$ cat config.mk
export PLATFORM = sky130hd
export DESIGN_NAME = gcd_lcm_unit_top
export DESIGN_NICKNAME = d
export VERILOG_FILES = /design/src/design/glu_pkg.sv /design/src/design/gcd_lcm_unit_top.sv
export SDC_FILE = /design/constraint.sdc
export NUM_CORES = 1
export LEC_CHECK = 0
export BUFFER_PORTS_ARGS = -buffer_cell sky130_fd_sc_hd__buf_2
export CELL_PAD_IN_SITES_DETAIL_PLACEMENT = 1
export CELL_PAD_IN_SITES_GLOBAL_PLACEMENT = 2
export CORE_AREA = 4 4 300 302
export DETAILED_ROUTE_END_ITERATION = 8
export DIE_AREA = 0 0 304 306
export HOLD_SLACK_MARGIN = 0.1
export PLACE_DENSITY = 0.85
export SKIP_LAST_GASP = 1
export SLEW_MARGIN = 20
export SYNTH_ARGS = -nofsm -noshare
export SYNTH_HDL_FRONTEND = slang
export SYNTH_SLANG_ARGS = --single-unit
$ cat constraint.sdc
create_clock -name clk -period 6.8 [get_ports clk]
set_input_delay 1.02 -clock clk [delete_from_list [all_inputs] [get_ports clk]]
set_output_delay 1.02 -clock clk [all_outputs]
set_load 0.02 [all_outputs]
$ cat src/design/glu_pkg.sv
// Package for the gcd/lcm unit: sequencer states and widths.
// No dependencies.
package glu_pkg;
  localparam int unsigned DW = 64;
  localparam int unsigned CW = 6;

  typedef enum logic [2:0] {
    ST_IDLE,
    ST_MUL,
    ST_EUC,
    ST_DIV,
    ST_LCM,
    ST_DONE
  } state_t;
endpackage

$ cat src/design/gcd_lcm_unit_top.sv
// GCD and LCM of two signed 64-bit magnitudes, one shared 66-bit adder.
// After acceptance: shift-add multiply, one restoring divide per Euclid remainder
// step, the final divide (dropped when both operands are zero), then done.
// No new transaction until done; start is taken only while busy is low.
// Result shows for one cycle with done high; the receiver cannot stall.
// Reset (rst, synchronous, active high) returns the sequencer to idle.
// Depends on glu_pkg.
module gcd_lcm_unit_top (
  input  logic        clk,
  input  logic        rst,
  input  logic        start,
  output logic        busy,
  input  logic [63:0] value_a,
  input  logic [63:0] value_b,
  output logic        done,
  output logic [63:0] gcd_result,
  output logic [63:0] lcm_result,
  output logic        lcm_wrapped,
  output logic        zero_divide
);

  glu_pkg::state_t state, state_next;

  logic [63:0] ma;        // magnitude of value_a, multiplicand
  logic [63:0] prod_hi;   // upper half of product
  logic [63:0] prod_lo;   // multiplier shifting out, product low half shifting in
  logic [63:0] x;         // dividend, shifts into quotient
  logic [63:0] y;         // divisor
  logic [63:0] r;         // partial remainder
  logic [glu_pkg::CW-1:0] cnt;
  logic        lcm_phase; // current divide is the final lcm divide
  logic [63:0] g;
  logic [63:0] lcm;
  logic        wrapped;
  logic        zdiv;

  // Shared adder: add during multiply, subtract during divide.
  logic [65:0] alu_a, alu_b, alu_sum;
  logic        alu_sub;
  logic        last;

  assign last = (cnt == {glu_pkg::CW{1'b1}});

  always_comb begin
    alu_sub = (state == glu_pkg::ST_DIV);
    if (alu_sub) begin
      alu_a = {1'b0, r, x[63]};
      alu_b = {2'b00, y};
    end else begin
      alu_a = {2'b00, prod_hi};
      alu_b = {2'b00, ma};
    end
    alu_sum = alu_a + (alu_sub ? ~alu_b : alu_b) + {65'd0, alu_sub};
  end

  // Next state.
  always_comb begin
    state_next = state;
    case (state)
      glu_pkg::ST_IDLE: if (start) state_next = glu_pkg::ST_MUL;
      glu_pkg::ST_MUL:  if (last) state_next = glu_pkg::ST_EUC;
      glu_pkg::ST_EUC:  if (y == 64'd0) state_next = glu_pkg::ST_LCM;
                        else state_next = glu_pkg::ST_DIV;
      glu_pkg::ST_DIV: begin
        if (last) state_next = lcm_phase ? glu_pkg::ST_DONE : glu_pkg::ST_EUC;
      end
      glu_pkg::ST_LCM: begin
        if (x == 64'd0) state_next = glu_pkg::ST_DONE;
        else state_next = glu_pkg::ST_DIV;
      end
      glu_pkg::ST_DONE: state_next = glu_pkg::ST_IDLE;
      default:          state_next = glu_pkg::ST_IDLE;
    endcase
  end

  // Outputs.
  always_comb begin
    busy        = (state != glu_pkg::ST_IDLE);
    done        = (state == glu_pkg::ST_DONE);
    gcd_result  = g;
    lcm_result  = lcm;
    lcm_wrapped = wrapped;
    zero_divide = zdiv;
  end

  always_ff @(posedge clk) begin
    if (rst) state <= glu_pkg::ST_IDLE;
    else     state <= state_next;
  end

  // Datapath.
  always_ff @(posedge clk) begin
    case (state)
      glu_pkg::ST_IDLE: begin
        // Take magnitudes; -2^63 maps to 2^63 unsigned.
        ma      <= value_a[63] ? (64'd0 - value_a) : value_a;
        prod_lo <= value_b[63] ? (64'd0 - value_b) : value_b;
        x       <= value_a[63] ? (64'd0 - value_a) : value_a;
        y       <= value_b[63] ? (64'd0 - value_b) : value_b;
        prod_hi <= 64'd0;
        cnt     <= '0;
        lcm_phase <= 1'b0;
      end
      glu_pkg::ST_MUL: begin
        // Shift-add one multiplier bit per cycle.
        if (prod_lo[0]) {prod_hi, prod_lo} <= {alu_sum[64:0], prod_lo[63:1]};
        else            {prod_hi, prod_lo} <= {1'b0, prod_hi, prod_lo[63:1]};
        cnt <= cnt + 1'b1;
      end
      glu_pkg::ST_EUC: begin
        // Divisor zero ends Euclid; otherwise start the remainder step.
        r   <= 64'd0;
        cnt <= '0;
        if (y == 64'd0) g <= x;
        wrapped <= (prod_hi != 64'd0);
      end
      glu_pkg::ST_DIV: begin
        // Restoring division, one quotient bit per cycle.
        cnt <= cnt + 1'b1;
        if (last && !lcm_phase) begin
          // Advance Euclid: divisor becomes dividend, remainder the divisor.
          x <= y;
          y <= alu_sum[65] ? {r[62:0], x[63]} : alu_sum[63:0];
        end else begin
          if (!alu_sum[65]) begin
            r <= alu_sum[63:0];
            x <= {x[62:0], 1'b1};
          end else begin
            r <= {r[62:0], x[63]};
            x <= {x[62:0], 1'b0};
          end
          if (last) lcm <= {x[62:0], ~alu_sum[65]};
        end
      end
      glu_pkg::ST_LCM: begin
        // Set up wrapped product / gcd; both operands zero gives zero_divide.
        zdiv      <= (x == 64'd0);
        lcm       <= 64'd0;
        lcm_phase <= 1'b1;
        y         <= x;
        x         <= prod_lo;
        r         <= 64'd0;
        cnt       <= '0;
      end
      default: begin
      end
    endcase
  end

endmodule

## Word-level counts from Yosys, hierarchy flattened

Cells that the tools add are included.

| storage, ports and cells | value |
|---|---|
| register bits | 524 |
| input bits | 131 |
| output and inout port bits | 132 |
| word-level logic and storage cells | 81 |

| cells by class | value |
|---|---|
| bitwise operators | 2 |
| reduce and logical (&&, ||, !) cells | 21 |
| muxes and demuxes | 29 |
| $add $sub $neg | 5 |
| equality and inequality tests | 11 |

Operator list:

| operator | count |
|---|---|
| $mux 64 | 11 |
| $pmux 64 s2 | 4 |
| $pmux 64 s3 | 2 |
| $logic_not 64->1 | 2 |
| $sub 1x64->64 const A | 2 |
| $add 66x1->66 | 1 |
| $add 66x66->66 | 1 |
| $mux 66 | 1 |
| $not 66->66 | 1 |
| $mux 65 | 1 |
| $reduce_bool 64->1 | 1 |
| $mux 3 | 6 |
| $pmux 3 s5 | 1 |
| $pmux 6 s2 | 1 |
| $reduce_bool 2->1 | 5 |
| $add 6x1->6 const B | 1 |
| $eq 3x2->1 const B | 2 |
| $eq 3x3->1 const B | 2 |
| $eq 6x6->1 const B | 1 |
| $ne 2x2->1 const B | 3 |
| $reduce_and 2->1 | 3 |
| $reduce_and 3->1 | 2 |
| $reduce_bool 3->1 | 2 |
| $ne 2x1->1 const B | 2 |
| other kinds (9) | 10 |

## Logic depth before layout (Yosys ltp)

| depth | value |
|---|---|
| depth in word-level cells | 10 |
| gate-level depth with buffers | 22 |

## Worst setup path after synthesis

No wires, ideal clock.

| timing path | value |
|---|---|
| kind | reg-to-reg |
| start | reg cnt[0] in the netlist's numbering |
| end | reg lcm[0], in the netlist lcm_result[0] (enable) |
| path buffers | 2 |
| slack | 0.074 ns |
| stages on the path, launching flop included | 8 |
| period minus slack after synthesis | 6.726 ns |
| arrival time | 6.144 ns |
| path through | edfxtp_1 -> ha_1 -> and3_1 -> nand3_1 -> nor3_1 -> clkbuf_1 -> buf_1 -> a211oi_1 |

| between the ends | value |
|---|---|
| word-level cells in the longest chain between the ends | 4 |
| elaborated cells between the ends (all ways) | 5 |
| those cells by class | eq/ne (3); reduce/logical (2) |

Ends and longest elaborated chain:

| what | line | RTL |
|---|---|---|
| start: declaration | gcd_lcm_unit_top.sv:30 | `logic [glu_pkg::CW-1:0] cnt;` |
| start signal: assignment | gcd_lcm_unit_top.sv:108 | `cnt <= cnt + 1'b1;` |
| start signal: assignment | gcd_lcm_unit_top.sv:119 | `cnt <= cnt + 1'b1;` |
| $eq 6x6->1 * | gcd_lcm_unit_top.sv:42 | `assign last = (cnt == {glu_pkg::CW{1'b1}});` |
| $logic_and 1x1->1 | gcd_lcm_unit_top.sv:120 | `if (last && !lcm_phase) begin` |
| $ne 2x2->1 (no source line) | n/a |  |
| $reduce_and 3->1 (no source line) * | n/a |  |
| end signal: assignment | gcd_lcm_unit_top.sv:132 | `if (last) lcm <= {x[62:0], ~alu_sum[65]};` |
| end: declaration | gcd_lcm_unit_top.sv:33 | `logic [63:0] lcm;` |

Mark *: on every way between the ends. The rest lies on a longest branch, timed or not.
A chain may end at the register's enable or synchronous reset.

## Worst setup path in the final report

| timing path | value |
|---|---|
| start | reg state[2] |
| end | reg r[55], data pin |

| between the ends | value |
|---|---|
| word-level cells in the longest chain between the ends | 9 |
| elaborated cells between the ends (all ways) | 13 |
| those cells by class | add/sub (2); eq/ne (3); mux (6); bitwise (1); reduce/logical (1) |

Ends and longest elaborated chain:

| what | line | RTL |
|---|---|---|
| start: declaration | gcd_lcm_unit_top.sv:22 | `glu_pkg::state_t state, state_next;` |
| start signal: assignment | gcd_lcm_unit_top.sv:87 | `if (rst) state <= glu_pkg::ST_IDLE;` |
| start signal: assignment | gcd_lcm_unit_top.sv:88 | `else state <= state_next;` |
| $eq 3x2->1 | gcd_lcm_unit_top.sv:45, gcd_lcm_unit_top.sv:93 |  |
| $mux 64 | gcd_lcm_unit_top.sv:46 | `if (alu_sub) begin` |
| $not 66->66 | gcd_lcm_unit_top.sv:53 | `alu_sum = alu_a + (alu_sub ? ~alu_b : alu_b) + {65'd0, alu_sub};` |
| $mux 66 | gcd_lcm_unit_top.sv:53 |  |
| $add 66x66->66 | gcd_lcm_unit_top.sv:53 |  |
| $add 66x1->66 | gcd_lcm_unit_top.sv:53 |  |
| $mux 64 | gcd_lcm_unit_top.sv:125 | `if (!alu_sum[65]) begin` |
| $mux 64 | gcd_lcm_unit_top.sv:120 |  |
| $pmux 64 s2 * | gcd_lcm_unit_top.sv:93 | `case (state)` |
| end signal: assignment | gcd_lcm_unit_top.sv:126 | `r <= alu_sum[63:0];` |
| end signal: assignment | gcd_lcm_unit_top.sv:129 | `r <= {r[62:0], x[63]};` |
| end: declaration | gcd_lcm_unit_top.sv:29 | `logic [63:0] r;` |

Mark *: on every way between the ends. The rest lies on a longest branch, timed or not. The select of a mux whose other input is x is not followed.

==> results_dict.tcl <==
set metrics [dict create \
    outcome "finished, final reports clean" \
    post-route-drc-count 0 \
    place_congestion 0.966 \
    path_class "reg -> reg" \
    holdWs_ns 0.565 \
    clock.fmax_mhz 162 \
    cts_num_sinks 524 \
    viasPerCell 5.89 \
    start_util_pct 34.6 \
    reg2reg_setup_slack_ns 0.62 \
    wl_per_cell_um 27.7 \
    yosysWarnings 0 \
    die_y_um 306 \
    timing.rr.end "r[55]$_SDFFCE_PP0P_" \
    yosys.cell_types.count 85 \
    slew_violations 0 \
    top_layer_used "met5" \
    finalSetupViolations 0 \
    root_buffer "clkbuf_16" \
    syn_avg_cell_area_um2 9.78 \
    clk_latency_ns 0.63 \
    endpoint_kind "register" \
    fp.coreArea_um2 87700 \
    dr_total_vias 26500 \
    grt_max_degree 163 \
    endpoint "r[55]$_SDFFCE_PP0P_" \
    cp_max_fo 72 \
    synth_ff_type "edfxtp_1" \
    fin_crit_sh_pct 90.9 \
    synthArstFlopShare_pct 0 \
    synth_nets 3303 \
    htree_levels 2 \
    cts_tree "yes" \
    post_cts_resized 0 \
    r2r_start "state[2]$_SDFFE_PP0P_" \
    postCtsHoldBufs 0 \
    drt-met1-wl_mm 49.2 \
    startpoint "state[2]$_SDFFE_PP0P_" \
    cts_buffer_depth 3 \
    route.met3.wl_mm 8.48 \
    hold_violations 0 \
    synth-edff-count 521 \
    dr.pass1.iters 6 \
    rr_worst_depth 15 \
    p_leak_uw 0.0131 \
    chipWidth_um 304 \
    grt_overflow 0 \
    die_area_um2 93000 \
    cp-start-kind "register" \
    drt_wl_total_mm 125 \
    rsz0062_at_grt "false" \
    tightest_slew_ns 1.16 \
    syn_inst 3105 \
    areaGrowthSynthToFinish_pct 15.1 \
    grt_pass1_wl_mm 180 \
    drive_gt1_share_pct 13.9 \
    hold_path.class "reg -> reg" \
    power_density_nw_per_um2 450 \
    synth_area_um2 30400 \
    drt_iter0_drc 2893 \
    period_needed_ns 6.18 \
    fin_worst_skew_ns 0.0152 \
    cts_buffers 57 \
    crit_arrival_ns 6.64 \
    antenna_found_initial 4 \
    max_slew_margin_pct 21.7 \
    clk_pin_slew_worst_paths_ns 0.07 \
    post_cts_buffers 0 \
    met2RoutedLength_mm 61.3 \
    peakVddDrop_v 0.000295 \
    fin_nets 3488 \
    track_usage_pct 25.6 \
    maxCapViolCount 0 \
    io_pins 263 \
    placementRows 109 \
    final.setup.tns_ns 0 \
    portBuffers 262 \
    synth-seq-area-share_pct 51.7 \
    ys_seq_elements 524 \
    grt_pass1_vias 26500 \
    antenna_left 0 \
    worstPathRequired_ns 7.26 \
    dp_hpwl_mm 93.9 \
]
flip-flops by register name, summed over array words and instances, names as in the netlist:
register,flops
cnt,6
gcd_result,64
lcm_phase,1
lcm_result,64
lcm_wrapped,1
ma,64
prod_hi,64
prod_lo,64
r,64
state,3
x,64
y,64
zero_divide,1
layout make-up:
class	count	area, µm²
sequential	524	15700
fill	10000	52800
inverter	31	116
clock buffer	62	1450
tap	1165	1460
antenna	3	7.51
timing repair buffer	306	1690
multi-input combinational	2370	13900
clock inverter	45	567
how the worst min path moves through the flow:
stage | from | end | slack [ns] | depth (start not counted)
after global placement | prod_lo[53]$_DFFE_PP_ | prod_lo[52]$_DFFE_PP_ | 0.53 | 2
after floorplan | x[19]$_DFFE_PP_ | gcd_result[19]$_DFFE_PP_ | 0.49 | 0
after CTS | rst | state[1]$_SDFFE_PP0P_ | 0.55 | 2
final | x[11]$_DFFE_PP_ | gcd_result[11]$_DFFE_PP_ | 0.56 | 0
after detailed placement | x[11]$_DFFE_PP_ | gcd_result[11]$_DFFE_PP_ | 0.54 | 0
after global routing | rst | state[1]$_SDFFE_PP0P_ | 0.57 | 2
kinds of logic (layout without fill, tap and decap cells):
| family | after synthesis | count (layout) | share of synthesized area, % |
|---|---|---|---|
| compound gates | 753 | 753 | 15.4 |
| xor+xnor | 186 | 186 | 5.37 |
| fa+ha+maj | 67 | 67 | 2.79 |
| buf+inv | 211 | 444 | 2.70 |
| flops | 524 | 524 | 51.7 |
| mux | 85 | 85 | 2.84 |
| other cells | 0 | 3 | 0 |
| simple gates | 1279 | 1279 | 19.2 |
power by group:
group	total, µW	switching, µW	internal (µW)
Sequential	5860	968	4890
Combinational	6440	4350	2090
Clock	3430	1430	2000
critical path: stages, from the launching register on:
cell and delay, ns:
dfxtp_1 0.66, nand3b_1 0.25, buf_12 0.32, buf_4 0.46, o21ai_0 0.15, ha_1 0.50
a21oi_1 0.13, o21ai_0 0.49, nor3b_1 0.46, a211o_1 0.23, nand2_1 0.07, o21ai_1 0.53
or3_2 0.72, buf_4 0.42, nand2_1 0.27, o21ai_0 0.29
metal layers:
layer / vias to the layer above / global-route usage [%]
li1: 11800 / -
met1: 13400 / 32.2
met2: 1090 / 44.0
met3: 254 / 4.34
met4: 4 / 10.6
met5: - / 0
stage by stage:
stage	cell area (µm²)	power (µW)	setup WS [ns]	util (%)	instances
after floorplan	30400	9570	0.0741	-	3105
after global placement	32900	12100	1.07	37.5	4396
after detailed placement	32900	12200	0.800	37.5	4396
after CTS	34900	15700	0.707	39.8	4503
after global routing	34900	16500	0.119	39.8	4503
final	34900	15700	0.617	39.8	4506
Yosys cell counts (10+ instances only):
master	number	share of area, %
nand4_1	37	0.76
o21bai_1	21	0.52
nor2_1	311	3.8
o221ai_1	16	0.46
nand2b_1	13	0.27
ha_1	66	2.7
a21o_1	26	0.64
inv_1	30	0.37
edfxtp_1	521	52
o41ai_1	21	0.61
a31oi_1	46	0.95
a211oi_1	19	0.47
buf_1	23	0.28
and2_1	74	1.5
mux2i_1	76	2.5
clkbuf_1	142	1.8
nand3b_1	11	0.27
nor4_1	63	1.3
or3_1	23	0.47
nand3_1	47	0.77
a22oi_1	24	0.59
a21oi_1	204	3.4
a222oi_1	12	0.40
o211ai_1	10	0.25
or4_1	21	0.52
buf_2	12	0.20
o21ai_0	233	3.8
o31ai_1	33	0.82
nand2_1	588	7.3
nor3_1	30	0.49
xnor2_1	100	2.9
a221oi_1	15	0.43
o21a_1	11	0.27
xor2_1	86	2.5
placed cells by master (no fill, tap or decap), types with 41 or more instances in the layout:
master	instances
xor2_1	86
nand2_1	584
xnor2_1	100
o21ai_0	233
ha_1	66
mux2i_1	76
a21oi_1	202
edfxtp_1	521
nor4_1	61
nand3_1	47
and2_1	73
buf_4	41
buf_2	261
clkbuf_16	57
a31oi_1	46
nor2_1	308
(Power assumes the default switching activity.)
